**src/sv/jqbd_pkg.sv**
```systemverilog
// Shared types, codes and defaults for the job queue barrier dispatcher.
// No dependencies.
package jqbd_pkg;

  localparam int WAIT_DEPTH_DEF = 16;
  localparam int RUN_DEPTH_DEF  = 16;
  localparam int MAX_RESULTS    = 16;
  localparam int CFG_AW         = 3;
  localparam logic [4:0] MAX_RUNNING_RST = 5'd1;

  typedef logic [1:0] req_t;
  localparam req_t REQ_ADD  = 2'd0;
  localparam req_t REQ_FIN  = 2'd1;
  localparam req_t REQ_DISP = 2'd2;

  typedef logic [1:0] kind_t;
  localparam kind_t KIND_ADD   = 2'd0;
  localparam kind_t KIND_FIN   = 2'd1;
  localparam kind_t KIND_START = 2'd2;
  localparam kind_t KIND_NONE  = 2'd3;

  typedef logic [1:0] stat_code_t;
  localparam stat_code_t ST_QUEUED      = 2'd0;
  localparam stat_code_t ST_MERGED_REDO = 2'd1;
  localparam stat_code_t ST_MERGED_LAST = 2'd2;
  localparam stat_code_t ST_QFULL       = 2'd3;
  localparam stat_code_t ST_OK          = 2'd0;
  localparam stat_code_t ST_REQUEUED    = 2'd1;
  localparam stat_code_t ST_UNKNOWN     = 2'd2;
  localparam stat_code_t ST_WQFULL      = 2'd3;

  localparam logic [CFG_AW-1:0] ADDR_MAX_RUNNING = 3'd0;

  typedef struct packed {
    logic [15:0] tag;
    logic [7:0]  handle;
    logic        redo;
  } ent_t;

  typedef struct packed {
    logic       latch_in;
    logic       widx_inc;
    logic       widx_clr;
    logic       ridx_inc;
    logic       ridx_clr;
    logic       n_from_widx;
    logic       n_dec;
    logic       w_set_redo;
    logic       w_push_in;
    logic       w_push_run;
    logic       r_free;
    logic       r_start;
    logic       out_load;
    kind_t      kind;
    stat_code_t status;
    logic       last;
    logic       use_fin;
  } cmd_t;

  typedef struct packed {
    logic tag_zero;
    logic w_match;
    logic widx_last;
    logic widx_end;
    logic widx_zero;
    logic wfull;
    logic head_tag_nz;
    logic r_match;
    logic r_valid;
    logic ridx_end;
    logic r_redo;
    logic disp_end;
    logic rtag_any;
    logic busy_n;
    logic n_one;
    logic out_free;
  } dstat_t;

endpackage

```
**src/sv/jqbd_if.sv**
```systemverilog
// Valid/ready channel interfaces for requests and results.
// Depends on jqbd_pkg.
interface jqbd_in_if;
  import jqbd_pkg::*;
  logic        valid;
  logic        ready;
  req_t        req_type;
  logic [15:0] sync_tag;
  logic [7:0]  job_handle;
  modport source (output valid, req_type, sync_tag, job_handle, input ready);
  modport sink   (input valid, req_type, sync_tag, job_handle, output ready);
endinterface

interface jqbd_out_if;
  import jqbd_pkg::*;
  logic        valid;
  logic        ready;
  kind_t       result_kind;
  stat_code_t  status;
  logic [7:0]  started_handle;
  logic        last_result;
  logic [4:0]  running_count;
  logic [5:0]  remaining_count;
  modport source (output valid, result_kind, status, started_handle, last_result,
                  running_count, remaining_count, input ready);
  modport sink   (input valid, result_kind, status, started_handle, last_result,
                  running_count, remaining_count, output ready);
endinterface

```
**src/sv/job_queue_barrier_dispatcher.sv**
```systemverilog
// Job dispatcher top level: one item at a time through a controller and datapath.
// An untagged add is pushed at once; a tagged add first searches the wait entries.
// A finish scans the run slots; a dispatch counts head entries, then scans for a
// free slot per start. Next item is accepted once
// the last result is loaded. The walks read the wait and run memories through registers.
// Sync active-low reset empties both tables and sets max_running to 1; no clearing pass.
module job_queue_barrier_dispatcher #(
  parameter int WAIT_DEPTH = jqbd_pkg::WAIT_DEPTH_DEF,
  parameter int RUN_DEPTH  = jqbd_pkg::RUN_DEPTH_DEF
) (
  input  logic                        clk,
  input  logic                        rst_n,
  jqbd_in_if.sink                     in_ch,
  jqbd_out_if.source                  out_ch,
  input  logic                        cfg_psel,
  input  logic                        cfg_penable,
  input  logic                        cfg_pwrite,
  input  logic [jqbd_pkg::CFG_AW-1:0] cfg_paddr,
  input  logic [31:0]                 cfg_pwdata,
  output logic [31:0]                 cfg_prdata,
  output logic                        cfg_pready
);
  import jqbd_pkg::*;

  logic [4:0] max_running_r;
  cmd_t       cmd;
  dstat_t     st;

  assign cfg_pready = 1'b1;
  assign cfg_prdata = (cfg_paddr == ADDR_MAX_RUNNING) ? {27'd0, max_running_r} : 32'd0;

  always_ff @(posedge clk) begin
    if (!rst_n) max_running_r <= MAX_RUNNING_RST;
    else if (cfg_psel && cfg_penable && cfg_pwrite && cfg_paddr == ADDR_MAX_RUNNING)
      max_running_r <= cfg_pwdata[4:0];
  end

  jqbd_ctrl u_ctrl (
    .clk      (clk),
    .rst_n    (rst_n),
    .in_valid (in_ch.valid),
    .in_req   (in_ch.req_type),
    .in_ready (in_ch.ready),
    .st       (st),
    .cmd      (cmd)
  );

  jqbd_datapath #(
    .WAIT_DEPTH (WAIT_DEPTH),
    .RUN_DEPTH  (RUN_DEPTH)
  ) u_dp (
    .clk         (clk),
    .rst_n       (rst_n),
    .cmd         (cmd),
    .st          (st),
    .in_tag      (in_ch.sync_tag),
    .in_handle   (in_ch.job_handle),
    .max_running (max_running_r),
    .out_ch      (out_ch)
  );

endmodule

```
**src/sv/jqbd_datapath.sv**
```systemverilog
// Datapath: wait queue memory, run table memory with valid bits, counters,
// scan indexes and the result register. Depends on jqbd_pkg, jqbd_if.
module jqbd_datapath #(
  parameter int WAIT_DEPTH = jqbd_pkg::WAIT_DEPTH_DEF,
  parameter int RUN_DEPTH  = jqbd_pkg::RUN_DEPTH_DEF
) (
  input  logic              clk,
  input  logic              rst_n,
  input  jqbd_pkg::cmd_t    cmd,
  output jqbd_pkg::dstat_t  st,
  input  logic [15:0]       in_tag,
  input  logic [7:0]        in_handle,
  input  logic [4:0]        max_running,
  jqbd_out_if.source        out_ch
);
  import jqbd_pkg::*;

  localparam int WAW = $clog2(WAIT_DEPTH);
  localparam int WCW = WAW + 1;
  localparam int RAW = (RUN_DEPTH > 1) ? $clog2(RUN_DEPTH) : 1;
  localparam int RCW = $clog2(RUN_DEPTH + 1);
  localparam int RIW = RAW + 1;
  localparam int NW  = $clog2(MAX_RESULTS + 1);

  ent_t wmem [WAIT_DEPTH];
  ent_t rmem [RUN_DEPTH];
  ent_t wrd_r, rrd_r;

  logic [WAW-1:0] whead_r;
  logic [WCW-1:0] wcnt_r, widx_r;
  logic [RCW-1:0] rcnt_r, rtag_r, fin_run_r;
  logic [RIW-1:0] ridx_r;
  logic [NW-1:0]  n_r;
  logic [RUN_DEPTH-1:0] valid_r;
  logic [15:0] tag_r;
  logic [7:0]  handle_r;

  logic        oval_r;
  kind_t       okind_r;
  stat_code_t  ostat_r;
  logic [7:0]  ohandle_r;
  logic        olast_r;
  logic [4:0]  orun_r;
  logic [5:0]  orem_r;

  logic [WCW:0]   rd_sum, push_sum;
  logic [WAW-1:0] raddr, paddr;
  logic [RAW-1:0] ridx_i;
  logic [31:0]    limit, busy_sum;
  logic           wwe;
  ent_t           wwd;
  logic [WAW-1:0] wwa;

  // modulo add: the head stays below the depth and the count at most equals it, so one subtract
  assign rd_sum   = {1'b0, WCW'(whead_r)} + {1'b0, widx_r};
  assign push_sum = {1'b0, WCW'(whead_r)} + {1'b0, wcnt_r};
  assign raddr = (rd_sum >= (WCW+1)'(WAIT_DEPTH)) ?
                 WAW'(rd_sum - (WCW+1)'(WAIT_DEPTH)) : WAW'(rd_sum);
  assign paddr = (push_sum >= (WCW+1)'(WAIT_DEPTH)) ?
                 WAW'(push_sum - (WCW+1)'(WAIT_DEPTH)) : WAW'(push_sum);
  assign ridx_i = ridx_r[RAW-1:0];

  assign limit    = (32'(max_running) > 32'(RUN_DEPTH)) ? 32'(RUN_DEPTH) : 32'(max_running);
  assign busy_sum = 32'(rcnt_r) + 32'(widx_r);

  always_comb begin
    st.tag_zero    = (tag_r == 16'd0);
    st.w_match     = (wrd_r.tag == tag_r);
    st.widx_last   = (32'(widx_r) + 32'd1) == 32'(wcnt_r);
    st.widx_end    = (widx_r == wcnt_r);
    st.widx_zero   = (widx_r == '0);
    st.wfull       = (wcnt_r == WCW'(WAIT_DEPTH));
    st.head_tag_nz = (wrd_r.tag != 16'd0);
    st.ridx_end    = (ridx_r == RIW'(RUN_DEPTH));
    st.r_valid     = st.ridx_end ? 1'b1 : valid_r[ridx_i];
    st.r_match     = !st.ridx_end && valid_r[ridx_i] && (rrd_r.handle == handle_r);
    st.r_redo      = rrd_r.redo;
    st.disp_end    = st.widx_end || (busy_sum >= limit) || (32'(widx_r) == MAX_RESULTS);
    st.rtag_any    = (rtag_r != '0);
    st.busy_n      = (busy_sum != 32'd0);
    st.n_one       = (n_r == NW'(1));
    st.out_free    = !oval_r || out_ch.ready;
  end

  always_comb begin
    wwe = cmd.w_set_redo || cmd.w_push_in || cmd.w_push_run;
    wwa = paddr;
    wwd = '{tag: tag_r, handle: handle_r, redo: 1'b0};
    if (cmd.w_set_redo) begin
      wwa = raddr;
      wwd = '{tag: wrd_r.tag, handle: wrd_r.handle, redo: 1'b1};
    end else if (cmd.w_push_run) begin
      wwd = '{tag: rrd_r.tag, handle: rrd_r.handle, redo: 1'b0};
    end
  end

  // memories
  always_ff @(posedge clk) begin
    if (wwe) wmem[wwa] <= wwd;
    wrd_r <= wmem[raddr];
    if (cmd.r_start) rmem[ridx_i] <= wrd_r;
    rrd_r <= rmem[ridx_i];
    if (cmd.latch_in) begin
      tag_r    <= in_tag;
      handle_r <= in_handle;
    end
    if (cmd.n_from_widx) fin_run_r <= RCW'(busy_sum);
  end

  always_ff @(posedge clk) begin
    if (!rst_n) begin
      whead_r <= '0;
      wcnt_r  <= '0;
      widx_r  <= '0;
      rcnt_r  <= '0;
      rtag_r  <= '0;
      ridx_r  <= '0;
      n_r     <= '0;
      valid_r <= '0;
      oval_r  <= 1'b0;
    end else begin
      if (cmd.latch_in || cmd.widx_clr) widx_r <= '0;
      else if (cmd.widx_inc) widx_r <= widx_r + WCW'(1);
      if (cmd.latch_in || cmd.ridx_clr) ridx_r <= '0;
      else if (cmd.ridx_inc) ridx_r <= ridx_r + RIW'(1);
      if (cmd.n_from_widx) n_r <= NW'(widx_r);
      else if (cmd.n_dec) n_r <= n_r - NW'(1);
      if (cmd.w_push_in || cmd.w_push_run) wcnt_r <= wcnt_r + WCW'(1);
      if (cmd.r_free) begin
        valid_r[ridx_i] <= 1'b0;
        rcnt_r <= rcnt_r - RCW'(1);
        if (rrd_r.tag != 16'd0) rtag_r <= rtag_r - RCW'(1);
      end
      if (cmd.r_start) begin
        valid_r[ridx_i] <= 1'b1;
        rcnt_r <= rcnt_r + RCW'(1);
        if (wrd_r.tag != 16'd0) rtag_r <= rtag_r + RCW'(1);
        whead_r <= (whead_r == WAW'(WAIT_DEPTH - 1)) ? '0 : whead_r + WAW'(1);
        wcnt_r <= wcnt_r - WCW'(1);
      end
      if (cmd.out_load) oval_r <= 1'b1;
      else if (out_ch.ready) oval_r <= 1'b0;
    end
  end

  // result payload; counts are taken after the item's updates have landed
  always_ff @(posedge clk) begin
    if (cmd.out_load) begin
      okind_r <= cmd.kind;
      ostat_r <= cmd.status;
      olast_r <= cmd.last;
      orun_r  <= cmd.use_fin ? 5'(fin_run_r) : 5'(rcnt_r);
      orem_r  <= 6'(32'(rcnt_r) + 32'(wcnt_r));
      case (cmd.kind)
        KIND_START: ohandle_r <= wrd_r.handle;
        KIND_NONE:  ohandle_r <= 8'd0;
        default:    ohandle_r <= handle_r;
      endcase
    end
  end

  assign out_ch.valid           = oval_r;
  assign out_ch.result_kind     = okind_r;
  assign out_ch.status          = ostat_r;
  assign out_ch.started_handle  = ohandle_r;
  assign out_ch.last_result     = olast_r;
  assign out_ch.running_count   = orun_r;
  assign out_ch.remaining_count = orem_r;

endmodule

```
**src/sv/jqbd_ctrl.sv**
```systemverilog
// Controller: sequences add search, finish scan, dispatch count and start passes.
// Depends on jqbd_pkg.
module jqbd_ctrl (
  input  logic               clk,
  input  logic               rst_n,
  input  logic               in_valid,
  input  jqbd_pkg::req_t     in_req,
  output logic               in_ready,
  input  jqbd_pkg::dstat_t   st,
  output jqbd_pkg::cmd_t     cmd
);
  import jqbd_pkg::*;

  typedef enum logic [4:0] {
    S_IDLE, S_ADD, A_CHK, A_RD, A_EVAL, A_PUSH,
    F_CHK, F_RD, F_EVAL, F_PUSH,
    D_START, D_CHK, D_RD, D_EVAL, D_DONE, P_SCAN, P_EMIT, S_EMIT
  } state_t;

  state_t     state_r, state_nxt;
  kind_t      kind_r, kind_nxt;
  stat_code_t stat_r, stat_nxt;

  assign in_ready = (state_r == S_IDLE);

  always_comb begin
    cmd       = '0;
    state_nxt = state_r;
    kind_nxt  = kind_r;
    stat_nxt  = stat_r;
    case (state_r)
      S_IDLE: begin
        if (in_valid) begin
          cmd.latch_in = 1'b1;
          case (in_req)
            REQ_ADD:  state_nxt = S_ADD;
            REQ_FIN:  state_nxt = F_CHK;
            REQ_DISP: state_nxt = D_START;
            default:  state_nxt = S_IDLE;
          endcase
        end
      end
      S_ADD:  state_nxt = st.tag_zero ? A_PUSH : A_CHK;
      A_CHK:  state_nxt = st.widx_end ? A_PUSH : A_RD;
      A_RD:   state_nxt = A_EVAL;
      A_EVAL: begin
        if (st.w_match) begin
          kind_nxt = KIND_ADD;
          if (st.widx_last) stat_nxt = ST_MERGED_LAST;
          else begin
            cmd.w_set_redo = 1'b1;
            stat_nxt = ST_MERGED_REDO;
          end
          state_nxt = S_EMIT;
        end else begin
          cmd.widx_inc = 1'b1;
          state_nxt = A_CHK;
        end
      end
      A_PUSH: begin
        kind_nxt = KIND_ADD;
        if (st.wfull) stat_nxt = ST_QFULL;
        else begin
          cmd.w_push_in = 1'b1;
          stat_nxt = ST_QUEUED;
        end
        state_nxt = S_EMIT;
      end
      F_CHK: begin
        if (st.ridx_end) begin
          kind_nxt  = KIND_FIN;
          stat_nxt  = ST_UNKNOWN;
          state_nxt = S_EMIT;
        end else state_nxt = F_RD;
      end
      F_RD:   state_nxt = F_EVAL;
      F_EVAL: begin
        if (st.r_match) begin
          cmd.r_free = 1'b1;
          kind_nxt = KIND_FIN;
          stat_nxt = ST_OK;
          state_nxt = st.r_redo ? F_PUSH : S_EMIT;
        end else begin
          cmd.ridx_inc = 1'b1;
          state_nxt = F_CHK;
        end
      end
      F_PUSH: begin
        if (st.wfull) stat_nxt = ST_WQFULL;
        else begin
          cmd.w_push_run = 1'b1;
          stat_nxt = ST_REQUEUED;
        end
        state_nxt = S_EMIT;
      end
      D_START: begin
        if (st.rtag_any) begin
          kind_nxt  = KIND_NONE;
          stat_nxt  = ST_OK;
          state_nxt = S_EMIT;
        end else state_nxt = D_CHK;
      end
      D_CHK:  state_nxt = st.disp_end ? D_DONE : D_RD;
      D_RD:   state_nxt = D_EVAL;
      D_EVAL: begin
        // tagged entry only starts into an empty run table with no entry counted before it, and then ends the walk
        if (st.head_tag_nz && st.busy_n) state_nxt = D_DONE;
        else begin
          cmd.widx_inc = 1'b1;
          state_nxt = st.head_tag_nz ? D_DONE : D_CHK;
        end
      end
      D_DONE: begin
        if (st.widx_zero) begin
          kind_nxt  = KIND_NONE;
          stat_nxt  = ST_OK;
          state_nxt = S_EMIT;
        end else begin
          cmd.n_from_widx = 1'b1;
          cmd.widx_clr = 1'b1;
          cmd.ridx_clr = 1'b1;
          state_nxt = P_SCAN;
        end
      end
      P_SCAN: begin
        if (st.r_valid) cmd.ridx_inc = 1'b1;
        else state_nxt = P_EMIT;
      end
      P_EMIT: begin
        if (st.out_free) begin
          cmd.r_start  = 1'b1;
          cmd.out_load = 1'b1;
          cmd.kind     = KIND_START;
          cmd.status   = ST_OK;
          cmd.last     = st.n_one;
          cmd.use_fin  = 1'b1;
          cmd.n_dec    = 1'b1;
          cmd.ridx_clr = 1'b1;
          state_nxt = st.n_one ? S_IDLE : P_SCAN;
        end
      end
      S_EMIT: begin
        if (st.out_free) begin
          cmd.out_load = 1'b1;
          cmd.kind     = kind_r;
          cmd.status   = stat_r;
          cmd.last     = 1'b1;
          state_nxt = S_IDLE;
        end
      end
      default: state_nxt = S_IDLE;
    endcase
  end

  always_ff @(posedge clk) begin
    if (!rst_n) begin
      state_r <= S_IDLE;
      kind_r  <= KIND_ADD;
      stat_r  <= ST_OK;
    end else begin
      state_r <= state_nxt;
      kind_r  <= kind_nxt;
      stat_r  <= stat_nxt;
    end
  end

endmodule

```
**src/flat_wrapper.sv**
```systemverilog
// flat-port wrapper written by rule: the top's interface ports become plain ports
module job_queue_barrier_dispatcher_flat import jqbd_pkg::*;
#(
  parameter int WAIT_DEPTH = jqbd_pkg::WAIT_DEPTH_DEF,
  parameter int RUN_DEPTH  = jqbd_pkg::RUN_DEPTH_DEF
)
  (clk, rst_n, cfg_psel, cfg_penable, cfg_pwrite, cfg_paddr, cfg_pwdata, cfg_prdata, cfg_pready, in_ch_valid, in_ch_req_type, in_ch_sync_tag, in_ch_job_handle, in_ch_ready, out_ch_valid, out_ch_result_kind, out_ch_status, out_ch_started_handle, out_ch_last_result, out_ch_running_count, out_ch_remaining_count, out_ch_ready);
  jqbd_in_if in_ch_i ();
  jqbd_out_if out_ch_i ();
  input  logic clk;
  input  logic rst_n;
  input  logic cfg_psel;
  input  logic cfg_penable;
  input  logic cfg_pwrite;
  input  logic [jqbd_pkg::CFG_AW-1:0] cfg_paddr;
  input  logic [31:0] cfg_pwdata;
  output logic [31:0] cfg_prdata;
  output logic cfg_pready;
  input wire logic [$bits(in_ch_i.valid)-1:0] in_ch_valid;
  input wire logic [$bits(in_ch_i.req_type)-1:0] in_ch_req_type;
  input wire logic [$bits(in_ch_i.sync_tag)-1:0] in_ch_sync_tag;
  input wire logic [$bits(in_ch_i.job_handle)-1:0] in_ch_job_handle;
  output wire logic [$bits(in_ch_i.ready)-1:0] in_ch_ready;
  output wire logic [$bits(out_ch_i.valid)-1:0] out_ch_valid;
  output wire logic [$bits(out_ch_i.result_kind)-1:0] out_ch_result_kind;
  output wire logic [$bits(out_ch_i.status)-1:0] out_ch_status;
  output wire logic [$bits(out_ch_i.started_handle)-1:0] out_ch_started_handle;
  output wire logic [$bits(out_ch_i.last_result)-1:0] out_ch_last_result;
  output wire logic [$bits(out_ch_i.running_count)-1:0] out_ch_running_count;
  output wire logic [$bits(out_ch_i.remaining_count)-1:0] out_ch_remaining_count;
  input wire logic [$bits(out_ch_i.ready)-1:0] out_ch_ready;
  assign in_ch_i.valid = in_ch_valid;
  assign in_ch_i.req_type = in_ch_req_type;
  assign in_ch_i.sync_tag = in_ch_sync_tag;
  assign in_ch_i.job_handle = in_ch_job_handle;
  assign in_ch_ready = in_ch_i.ready;
  assign out_ch_valid = out_ch_i.valid;
  assign out_ch_result_kind = out_ch_i.result_kind;
  assign out_ch_status = out_ch_i.status;
  assign out_ch_started_handle = out_ch_i.started_handle;
  assign out_ch_last_result = out_ch_i.last_result;
  assign out_ch_running_count = out_ch_i.running_count;
  assign out_ch_remaining_count = out_ch_i.remaining_count;
  assign out_ch_i.ready = out_ch_ready;
  job_queue_barrier_dispatcher #(.WAIT_DEPTH(WAIT_DEPTH), .RUN_DEPTH(RUN_DEPTH)) u_core (.clk(clk), .rst_n(rst_n), .in_ch(in_ch_i), .out_ch(out_ch_i), .cfg_psel(cfg_psel), .cfg_penable(cfg_penable), .cfg_pwrite(cfg_pwrite), .cfg_paddr(cfg_paddr), .cfg_pwdata(cfg_pwdata), .cfg_prdata(cfg_prdata), .cfg_pready(cfg_pready));
endmodule
```
**config.mk**
```make
export PLATFORM = sky130hd
export DESIGN_NAME = job_queue_barrier_dispatcher_flat
export DESIGN_NICKNAME = d
export VERILOG_FILES = /design/src/sv/jqbd_pkg.sv /design/src/sv/jqbd_if.sv /design/src/sv/job_queue_barrier_dispatcher.sv /design/src/sv/jqbd_datapath.sv /design/src/sv/jqbd_ctrl.sv /design/src/flat_wrapper.sv
export SDC_FILE = /design/constraint.sdc
export NUM_CORES = 1
export LEC_CHECK = 0
export ABC_AREA = 0
export BUFFER_PORTS_ARGS = -buffer_cell sky130_fd_sc_hd__buf_2
export CAP_MARGIN = 10
export CORE_MARGIN = 3
export CORE_UTILIZATION = 40
export CTS_CLUSTER_SIZE = 40
export DETAILED_ROUTE_END_ITERATION = 7
export HOLD_SLACK_MARGIN = 0.12
export PLACE_DENSITY = 0.65
export SLEW_MARGIN = 5
export SYNTH_ARGS = -nofsm -noshare
export SYNTH_HDL_FRONTEND = slang
export SYNTH_SLANG_ARGS = --single-unit
```
**constraint.sdc**
```tcl
create_clock -name clk -period 8.3 [get_ports clk]
set_input_delay 0.83 -clock clk [delete_from_list [all_inputs] [get_ports clk]]
set_output_delay 0.83 -clock clk [all_outputs]
set_load 0.02 [all_outputs]
```
### Word-level counts from Yosys, hierarchy flattened

Memory sizes are Yosys's and may differ from the RTL's. A register that Yosys moved wholly into a read port is not among the register bits.
Index checks and enable logic that the tools add are counted.

| operators by class | value |
|---|---|
| bitwise operators | 4 |
| equality and inequality tests | 39 |
| multiplexer cells | 95 |
| add/subtract/negate cells | 17 |
| $lt $le $gt $ge | 6 |
| reductions and logical operators | 38 |

Operators with widths:

| kind | number |
|---|---|
| $mux 5 | 23 |
| $pmux 5 s17 | 1 |
| $mux 25 | 2 |
| $mux 16 | 3 |
| $eq 5x4->1 const B | 8 |
| $reduce_bool 16->1 | 2 |
| $reduce_bool 32->1 | 1 |
| $mux 1 | 30 |
| $mux 2 | 15 |
| $add 5x1->5 const B | 5 |
| $eq 5x5->1 const B | 5 |
| $eq 5x3->1 const B | 4 |
| $mux 4 | 5 |
| $sub 5x1->5 const B | 4 |
| $and 16x16->16 | 1 |
| $eq 16x16->1 | 1 |
| $logic_not 16->1 | 1 |
| $not 16->16 | 1 |
| $or 16x16->16 | 1 |
| $pmux 8 s2 | 1 |
| $ne 2x1->1 const B | 7 |
| $pmux 2 s7 | 1 |
| $add 4x5->6 | 2 |
| $add 5x5->6 | 2 |
| 40 further kinds | 73 |

| storage, ports and cells | value |
|---|---|
| input bits | 68 |
| logic and storage cells | 223 |
| bits in writable memories | 800 |
| memories | 2 |
| bits in registers | 118 |
| output and inout bits | 59 |

Memories:

| name | words | width | rd ports | clocked after Yosys merged registers in | write ports | RTL line | text |
|---|---|---|---|---|---|---|---|
| u_core.u_dp.rmem | 16 | 25 | 1 | 1 | 1 | jqbd_datapath.sv:26 | `ent_t rmem [RUN_DEPTH];` |
| u_core.u_dp.wmem | 16 | 25 | 1 | 1 | 1 | jqbd_datapath.sv:25 | `ent_t wmem [WAIT_DEPTH];` |

### Logic depth before layout (Yosys ltp)

Gate-level depths: netlist of the first run.

| logic depth | value |
|---|---|
| word-level depth | 10 |
| mapped depth | 12 |
| depth with buffers taken out | 10 |

### By module

Synthesis of the first run repeated with hierarchy kept, for this count alone.

| second synthesis, totals | value |
|---|---|
| cell total of the unflattened synthesis | 2,169 |
| area total of the unflattened synthesis | 39,359.0 µm² |

Modules (own cells, without submodules):

| module | cells an instance | area each (µm²) | sequential area each (µm²) | instances |
|---|---|---|---|---|
| jqbd_datapath | 1,946 | 37,679.9 | 27,636.5 | 1 |
| jqbd_ctrl | 163 | 1,199.9 | 180.2 | 1 |
| job_queue_barrier_dispatcher | 60 | 479.2 | 100.1 | 1 |

### Worst setup path before layout of the first run

No wires, ideal clock.

| timing path | value |
|---|---|
| kind | register to register |
| start | register u_core.u_dp.widx_r[0] |
| end | memory u_core.u_dp.wmem[13][0] (netlist bit) (enable) |
| clock period less this slack | 4.580 ns |
| path buffers | 2 |
| setup slack | 3.720 ns |
| library setup time | 0.438 ns |
| data arrival time | 4.141 ns |
| cell stages (with the launch flop) | 9 |
| data required time | 7.862 ns |
| cell sequence | dfxtp_1 ha_1 inv_1 fa_1 buf_1 clkbuf_1 inv_1 o32a_1 nor3_1 |

| on the way | value |
|---|---|
| cells in the longest elaborated chain, start to end | 9 |
| elaborated cells between the ends (all ways) | 14 |
| those cells by class | 3 x add/sub; 1 x order compare; 1 x eq/ne; 7 x mux; 2 x reduce/logical |

Ends and longest elaborated chain:

| what | RTL line | text |
|---|---|---|
| start: declaration | jqbd_datapath.sv:30 | `logic [WCW-1:0] wcnt_r, widx_r;` |
| start signal: assignment | jqbd_datapath.sv:123 | `else if (cmd.widx_inc) widx_r <= widx_r + WCW'(1);` |
| $add 5x1->6 | jqbd_datapath.sv:69 | `st.widx_last = (32'(widx_r) + 32'd1) == 32'(wcnt_r);` |
| $eq 6x5->1 | jqbd_datapath.sv:69 |  |
| $mux 1 | jqbd_ctrl.sv:49 | `if (st.widx_last) stat_nxt = ST_MERGED_LAST;` |
| $mux 1 | jqbd_ctrl.sv:47 | `if (st.w_match) begin` |
| $mux 1 | jqbd_ctrl.sv:31 | `case (state_r)` |
| $logic_or 1x1->1 (2 in series) | jqbd_datapath.sv:86 | `wwe = cmd.w_set_redo \|\| cmd.w_push_in \|\| cmd.w_push_run;` |
| $mux 1 | jqbd_datapath.sv:99 | `if (wwe) wmem[wwa] <= wwd;` |
| $mux 1 (implied by the code) | jqbd_datapath.sv:99 |  |
| end: declaration | jqbd_datapath.sv:25 |  |

Parallel ways exist; a longest one is shown, timed or not.

### Worst setup path after layout of the first run

| timing path | value |
|---|---|
| start | register u_core.u_dp.ridx_r[1] |
| end | register u_core.u_dp.valid_r[3] |

| on the way | value |
|---|---|
| cells in the longest elaborated chain, start to end | 10 |
| elaborated cells between the ends (all ways) | 19 |
| those cells by class | 2 x order compare; 1 x eq/ne; 9 x mux; 3 x bitwise; 4 x reduce/logical |

Ends and longest elaborated chain:

| what | RTL line | text |
|---|---|---|
| start: declaration | jqbd_datapath.sv:32 | `logic [RIW-1:0] ridx_r;` |
| start signal: assignment | jqbd_datapath.sv:125 | `else if (cmd.ridx_inc) ridx_r <= ridx_r + RIW'(1);` |
| $lt 4x5->1 (implied by the code), or another cell as far along | jqbd_datapath.sv:130, jqbd_datapath.sv:135 |  |
| $logic_and 1x1->1 (implied by the code), or another cell as far along | jqbd_datapath.sv:130, jqbd_datapath.sv:135 |  |
| $mux 1 (implied by the code) or $logic_and 1x1->1 (tied branches) | jqbd_datapath.sv:130, jqbd_datapath.sv:135, jqbd_datapath.sv:76 |  |
| $demux 1 s4 or $logic_and 1x1->1 (tied branches) | jqbd_datapath.sv:130, jqbd_datapath.sv:135, jqbd_datapath.sv:76 |  |
| $not 16->16 (no source line) or $mux 1 (tied branches) | - |  |
| $and 16x16->16 (no source line) or $mux 1 (tied branches) | - |  |
| $mux 16 | jqbd_datapath.sv:129 | `if (cmd.r_free) begin` |
| $mux 16 | jqbd_datapath.sv:111 | `if (!rst_n) begin` |
| $or 16x16->16 (no source line) | - |  |
| $mux 16 * | jqbd_datapath.sv:134 | `if (cmd.r_start) begin` |
| end signal: assignment | jqbd_datapath.sv:119 | `valid_r <= '0;` |
| end signal: indexed assignment | jqbd_datapath.sv:130 | `valid_r[ridx_i] <= 1'b0;` |
| end signal: indexed assignment | jqbd_datapath.sv:135 | `valid_r[ridx_i] <= 1'b1;` |
| end: declaration | jqbd_datapath.sv:34 | `logic [RUN_DEPTH-1:0] valid_r;` |

Every way passes the cells marked *; elsewhere a longest branch is shown, timed or not. The select of a mux whose other input is x is not followed.
A chain may end at the register's enable or synchronous reset.

==> results of run 1 <==
## placed cells by master (no fill, tap or decap), types with 21 or more instances in the layout
master,instances
edfxtp_1,853
mux4_2,226
dfxtp_1,111
nand2_1,108
clkbuf_16,94
buf_2,71
a21oi_1,51
nor2_1,49
buf_4,46
ha_1,40
o21ai_0,39
inv_1,38
and2_1,38
xnor2_1,35
a31oi_1,35
a211oi_1,28
conb_1,28
mux2i_1,26
clkbuf_1,25
nor3_1,24
nor4_1,21
nor3_2,21
mux2_2,21
## per-stage QoR
stage            util  cells  worst slack (ns)  power (mW)  cell area (um2)
2_1_floorplan       -   2145             3.720       6.559            38960
3_3_place_gp   0.4273   3399             3.972       6.875            40900
3_5_place_dp   0.4273   3399             3.877       6.921            40900
4_1_cts        0.4594   3576             3.850       11.09            43970
5_1_grt        0.4594   3576             3.722       11.40            43980
6_report       0.4594   3576             4.035       11.01            43980
## path summary, 6_finish.rpt
kind,start,end,cells after the start
setup reg to reg,u_core.u_dp.ridx_r[1]$_SDFFE_PP0P_,u_core.u_dp.valid_r[3]$_SDFF_PN0_,7
hold reg to reg,u_core.u_ctrl.stat_r[1]$_SDFFE_PN0P_,u_core.u_ctrl.stat_r[1]$_SDFFE_PN0P_,2
setup / recovery,u_core.u_dp.ridx_r[1]$_SDFFE_PP0P_,u_core.u_dp.valid_r[3]$_SDFF_PN0_,7
hold / removal,in_ch_sync_tag[0],u_core.u_dp.tag_r[0]$_DFFE_PP_,1
## logic make-up (layout without fill, tap and decap cells)
kind of cell    Yosys count  after routing  synth area share
fa+ha+maj                47             47           0.01629
simple gates            368            368           0.04832
xor+xnor                 52             52           0.01172
flops                   968            968            0.7183
compound gates          240            240           0.04156
other cells               2             28         0.0001932
buf+inv                 168            334           0.01954
mux                     274            274            0.1441
## worst max-delay path, cell delays in order (launching register included)
cell and delay (ns):
dfxtp_4 0.89, buf_4 0.83, ha_1 0.48, nand2_1 0.23, nor3_2 0.93, buf_4 0.47
o21ai_0 0.15, a41oi_1 0.20
## cells in the mapped netlist (4+ instances only)
| library cell | n |
|---|---|
| a2111oi_0 | 4 |
| a211oi_1 | 28 |
| a21o_1 | 10 |
| a21oi_1 | 52 |
| a22o_1 | 11 |
| a31oi_1 | 35 |
| a41oi_1 | 13 |
| and2_1 | 38 |
| buf_1 | 23 |
| buf_2 | 13 |
| buf_4 | 28 |
| clkbuf_1 | 63 |
| dfxtp_1 | 115 |
| edfxtp_1 | 853 |
| fa_1 | 6 |
| ha_1 | 41 |
| inv_1 | 38 |
| mux2_2 | 21 |
| mux2i_1 | 26 |
| mux4_2 | 226 |
| nand2_1 | 108 |
| nand2b_1 | 15 |
| nand3_1 | 17 |
| nand4_1 | 11 |
| nor2_1 | 61 |
| nor2b_1 | 9 |
| nor3_1 | 45 |
| nor4_1 | 21 |
| o211ai_1 | 4 |
| o21a_1 | 7 |
| o21ai_0 | 39 |
| o31ai_1 | 4 |
| o32a_1 | 6 |
| or2_2 | 7 |
| or3_1 | 6 |
| xnor2_1 | 37 |
| xor2_1 | 15 |
## flip-flops by register name (all words and copies together), names as in the netlist, 4 cells and up, named ones only
signal and cells:
u_core.max_running_r 5, u_core.u_dp.tag_r 16, u_core.u_dp.fin_run_r 5, u_core.u_ctrl.state_r 5, u_core.u_dp.out_ch.running_count 5, u_core.u_dp.rmem 400
u_core.u_dp.valid_r 15, u_core.u_dp.widx_r 5, u_core.u_dp.whead_r 4, u_core.u_dp.rrd_r 24, u_core.u_dp.wcnt_r 5, u_core.u_dp.out_ch.remaining_count 6
u_core.u_dp.ridx_r 5, u_core.u_dp.wrd_r 25, u_core.u_dp.handle_r 8, u_core.u_dp.out_ch.started_handle 8, u_core.u_dp.rtag_r 5, u_core.u_dp.n_r 5
u_core.u_dp.rcnt_r 5, u_core.u_dp.wmem 400
## where the power goes
part	internal, mW	switching (mW)	leakage (nW)	total [mW]
clock	2.36	1.83	1.50	4.19
sequential	5.61	0.239	8.58	5.85
combinational	0.403	0.566	3.90	0.969
## metal layers
| layer | up-vias | wire [um] | global-route usage | share of wire |
|---|---|---|---|---|
| met5 | - | 0 | 0 | 0 |
| met4 | 0 | 1972 | 0.05165 | 0.022 |
| met3 | 129 | 5838 | 0.02601 | 0.065 |
| met2 | 700 | 45040 | 0.2986 | 0.50 |
| met1 | 10677 | 36980 | 0.2377 | 0.41 |
| li1 | 8745 | - | - | - |
## final cells by class
class                           instances  area share
Tap cell                             1265     0.03599
Sequential cell                       968      0.6350
Clock inverter                         47     0.01104
Clock buffer                          130     0.05887
Multi-Input combinational cell       1009      0.2397
Inverter                               40    0.003414
Timing Repair Buffer                  117     0.01593
==> results.json, run 1 <==
{
  "synthesis.area_um2": 38870,
  "fin_skew_ns": 0.06323,
  "start_util": 0.4061,
  "grt_pass1_wl_mm": 134.7,
  "r2r_slack_ns": 4.04,
  "fp.dieH_um": 317.7,
  "drtAntennaViolNets": 0,
  "grt_max_degree": 62,
  "synth_edf_count": 853,
  "ir_worst_vdd_mv": 0.1515,
  "min_path_type": "in -> reg",
  "max_clock_freq_mhz": 234.5,
  "maxSlewViolCount": 0,
  "drtIter0Drc": 2147,
  "cts_root_buf": "clkbuf_16",
  "overflow": 0,
  "rows": 113,
  "cts_buffers": 94,
  "cp_max_fo": 61,
  "dieArea_um2": 100900,
  "synth.largest_area_cell": "edfxtp_1",
  "tns_ns": 0,
  "clock_path_buffers": 3,
  "gp_congestion": 0.8278,
  "hpwlAfterDp_mm": 52.34,
  "via_per_inst": 5.663,
  "synth_seq_area_share": 0.7183,
  "critPathKind": "reg -> reg",
  "syn-mean-instance-area_um2": 18.34,
  "first_pass_iters": 5,
  "h-tree-depth": 3,
  "drive_above_1_share": 0.2458,
  "grt_pass1_vias": 20942,
  "area_delta_synth_final_pct": 13.14,
  "syn_inst": 2119,
  "fp.coreArea_um2": 95720,
  "synth_top_area_share": 0.6590,
  "status": "finished, final reports clean",
  "powerDensity_nw_per_um2": 250.4,
  "required_ns": 8.89,
  "multi_input_area_um2": 10540,
  "vias": 20251,
  "post_cts_buffers": 0,
  "fin_nets": 2345,
  "drcViolationCount": 0,
  "clk_pin_slew_ns": 0.06,
  "tightest_slew_ns": 1.314,
  "power.leakage_nw": 13.98,
  "seq_area_um2": 27930,
  "final.period_utilization": 0.5139,
  "die_w_um": 317.7,
  "avgRoutedWirePerCell_um": 25.12,
  "nFillCells": 7908,
  "fin_hold_ws_ns": 0.3435,
  "insertion_delay_ns": 0.67,
  "synth-async-reset-ratio": 0,
  "finalCriticalPeriod_ns": 4.265,
  "gr-usage-all-layers": 0.1763,
  "synth_area_leaders": "edfxtp_1 66%, mux4_2 13%, dfxtp_1 5.9%, ha_1 1.3%, nand2_1 1.0%",
  "maxCapViolCount": 0,
  "setup-violations-final": 0,
  "synthDistinctLibCells": 75,
  "endpoint_kind": "flip-flop",
  "finalWirelength_mm": 89.83,
  "cts_tree": "done",
  "crit_arrival_ns": 4.86,
  "cp-start-kind": "flip-flop",
  "timing_hold_violations_final": 0,
  "cts_sinks": 968,
  "cts_resized": 0,
  "synth-seq-cells": 968,
  "port_buffers": 71,
  "diodes": 0,
  "hold_buffers": 0,
  "rsz0062_at_grt": "false",
  "slew_headroom": 0.1240,
  "antenna_found_initial": 1,
  "io_pins": 127,
  "synth_ff_type": "edfxtp_1",
  "yosysWarnings": 0
}
Power figures use the tool's default switching activity.
==> inputs of run 2 (changes only) <==
- PLACE_DENSITY: 0.65 -> 0.67
- clock period: 8.3 -> 3.8 ns (I/O delays scaled with it)
==> run 2 against run 1 <==
Non-clock buffer count is 89 higher. Cell count grew 2.5%. Largest cell class unchanged. Critical endpoint is now u_core.u_dp.wmem[10][6]$_DFFE_PP_. Global-route usage rose by 0.21 points. Clock power grew 130%. Design area is 3.2% higher. Worst setup slack got worse by 3.8 ns. Sequential power rose by 120%. Clock skew shrank 0.010 ns.
==> results.json, run 2 (same netlist as run 1, synthesis figures left out) <==
{
  "status": "finished, final reports clean",
  "required_ns": 4.14,
  "cp_max_fo": 25,
  "dpl_worst_slack_ns": 0.02642,
  "path_cells": "xnor2_1 > nand4_1 > nor4_2 > buf_4 > o2111ai_2 > buf_12 > mux2_2 > nor3_4 > buf_4",
  "diodes": 0,
  "clk_pin_slew_ns": 0.06,
  "crit_arrival_ns": 3.92,
  "io_pins": 127,
  "power.internal_mw": 19.00,
  "final_common_cell": "edfxtp_1",
  "start_util": 0.4061,
  "ir_worst_vdd_mv": 0.3341,
  "drtAntennaViolNets": 0,
  "vias": 20725,
  "rows": 113,
  "first_pass_iters": 5,
  "max_clock_freq_mhz": 279.3,
  "clkPwrFrac": 0.394,
  "post_dp_cell_area_um2": 41750,
  "insertion_delay_ns": 0.67,
  "total_power_mw": 24.84,
  "grt_pass1_wl_mm": 136.9,
  "reg_top3": "u_core.u_dp.rmem (400), u_core.u_dp.wmem (400), u_core.u_dp.wrd_r (25)",
  "min_path_type": "in -> reg",
  "overflow": 0,
  "utilization": 0.4743,
  "fin_hold_ws_ns": 0.2428,
  "maxCapViolCount": 0,
  "maxSlewViolCount": 0,
  "slowest_delay_ns": 0.73,
  "avgRoutedWirePerCell_um": 24.76,
  "fin_nets": 2435,
  "power.leakage_nw": 14.63,
  "cts_sinks": 968,
  "critPathKind": "reg -> reg",
  "slew_headroom": 0.1973,
  "nFillCells": 7724,
  "endpoint_kind": "flip-flop",
  "drtIter0Drc": 2478,
  "pwr-share-seq": 0.508,
  "die_w_um": 317.7,
  "via_per_inst": 5.652,
  "fp.dieH_um": 317.7,
  "final_cell_mix": "853 x edfxtp_1, 226 x mux4_2, 108 x nand2_1",
  "gp_congestion": 0.8708,
  "final.period_utilization": 0.9422,
  "swShare": 0.2351,
  "fp.coreArea_um2": 95720,
  "finalWirelength_mm": 90.78,
  "antenna_found_initial": 1,
  "cts_tree": "done",
  "fin_skew_ns": 0.05289,
  "cp-start-kind": "flip-flop",
  "dieArea_um2": 100900,
  "h-tree-depth": 3,
  "grt_max_degree": 108,
  "clock_path_buffers": 3,
  "cts_buffers": 95,
  "grt_pass1_vias": 21073,
  "setup-violations-final": 0,
  "p_switching_mw": 5.838,
  "fin_ws_ns": 0.2195,
  "crit_path_frequent_cell": "buf_4",
  "timing_hold_violations_final": 0,
  "drcViolationCount": 0,
  "area_delta_synth_final_pct": 16.80,
  "gr-usage-all-layers": 0.1785,
  "cts_root_buf": "clkbuf_16",
  "hpwlAfterDp_mm": 57.61,
  "drive_above_1_share": 0.2714,
  "p_comb_frac": 0.098,
  "port_buffers": 71,
  "tightest_slew_ns": 1.204,
  "final_area_um2": 45400,
  "finalCriticalPeriod_ns": 3.581,
  "powerDensity_nw_per_um2": 547.1,
  "cp_slowest_cell": "dfxtp_1",
  "rsz0062_at_grt": "false"
}
[run 2: changes by cell type in the layout (fill, tap and decap cells not counted), moves of 7 or more]
cell           previous run  this run
buf_12                    0        26
dlygate4sd3_1             0        29
buf_4                    46        80
nor3_4                    0        12
clkinv_1                 13         4
dfxtp_2                   2         9
nor3_2                   21         9
bufinv_16                 5        14
dfxtp_1                 111       104
[run 2: final timing paths]
path                                        startpoint                              endpoint  slack (ns)  cells after the start
setup / recovery         u_core.u_dp.wrd_r[24]$_DFF_P_     u_core.u_dp.wmem[10][6]$_DFFE_PP_        0.22                      9
setup reg to reg         u_core.u_dp.wrd_r[24]$_DFF_P_     u_core.u_dp.wmem[10][6]$_DFFE_PP_        0.22                      9
hold / removal                                   rst_n  u_core.max_running_r[0]$_SDFFE_PN1P_        0.24                      3
hold reg to reg   u_core.u_ctrl.stat_r[0]$_SDFFE_PN0P_  u_core.u_ctrl.stat_r[0]$_SDFFE_PN0P_        0.46                      2
[run 2: cell type report]
class | count | area [um2] | area share
clock inverter | 56 | 767.0 | 0.01690
multi-input combinational | 1009 | 10640 | 0.2344
sequential | 968 | 27940 | 0.6154
inverter | 40 | 150.1 | 0.003307
clock buffer | 123 | 2552 | 0.05623
tap | 1265 | 1583 | 0.03487
timing repair buffer | 206 | 1767 | 0.03892
[run 2: layer usage]
layer / track usage / routed length [um]
met5: 0 / 12
met4: 0.04755 / 1799
met3: 0.02862 / 6354
met2: 0.2895 / 44390
met1: 0.2525 / 38220
[run 2: metrics by stage]
stage | TNS [ns] | instances
after floorplan | -72.81 | 2145
after global placement | 0 | 3458
after detailed placement | 0 | 3458
after CTS | 0 | 3666
after global routing | 0 | 3667
final | 0 | 3667
[run 2: power by group through the flow]
stage	logic, mW	clock network [mW]	registers (mW)
floorplan	1.63	0	12.7
global placement	2.35	0	12.8
detailed placement	2.41	0	12.8
CTS	2.44	9.97	12.6
global route	2.65	10.4	12.6
finish	2.43	9.80	12.6
[run 2: timing repair]
item / in CTS / in global routing
resized for setup: 2 / 7
endpoints found under the setup margin: 16 / 36
hold endpoints to repair: 29 / 0
buffers inserted: 0 / 0
hold buffers: 29 / 0
[run 2: critical path: cells and delay by family (launching register included)]
kind / cells / cell delay, ns
XOR/XNOR: 1 / 0.19
multiplexers: 1 / 0.43
flip-flops: 1 / 0.73
AO/OA/AOI/OAI: 1 / 0.18
buffers and inverters: 3 / 0.77
AND/OR/NAND/NOR: 3 / 0.96
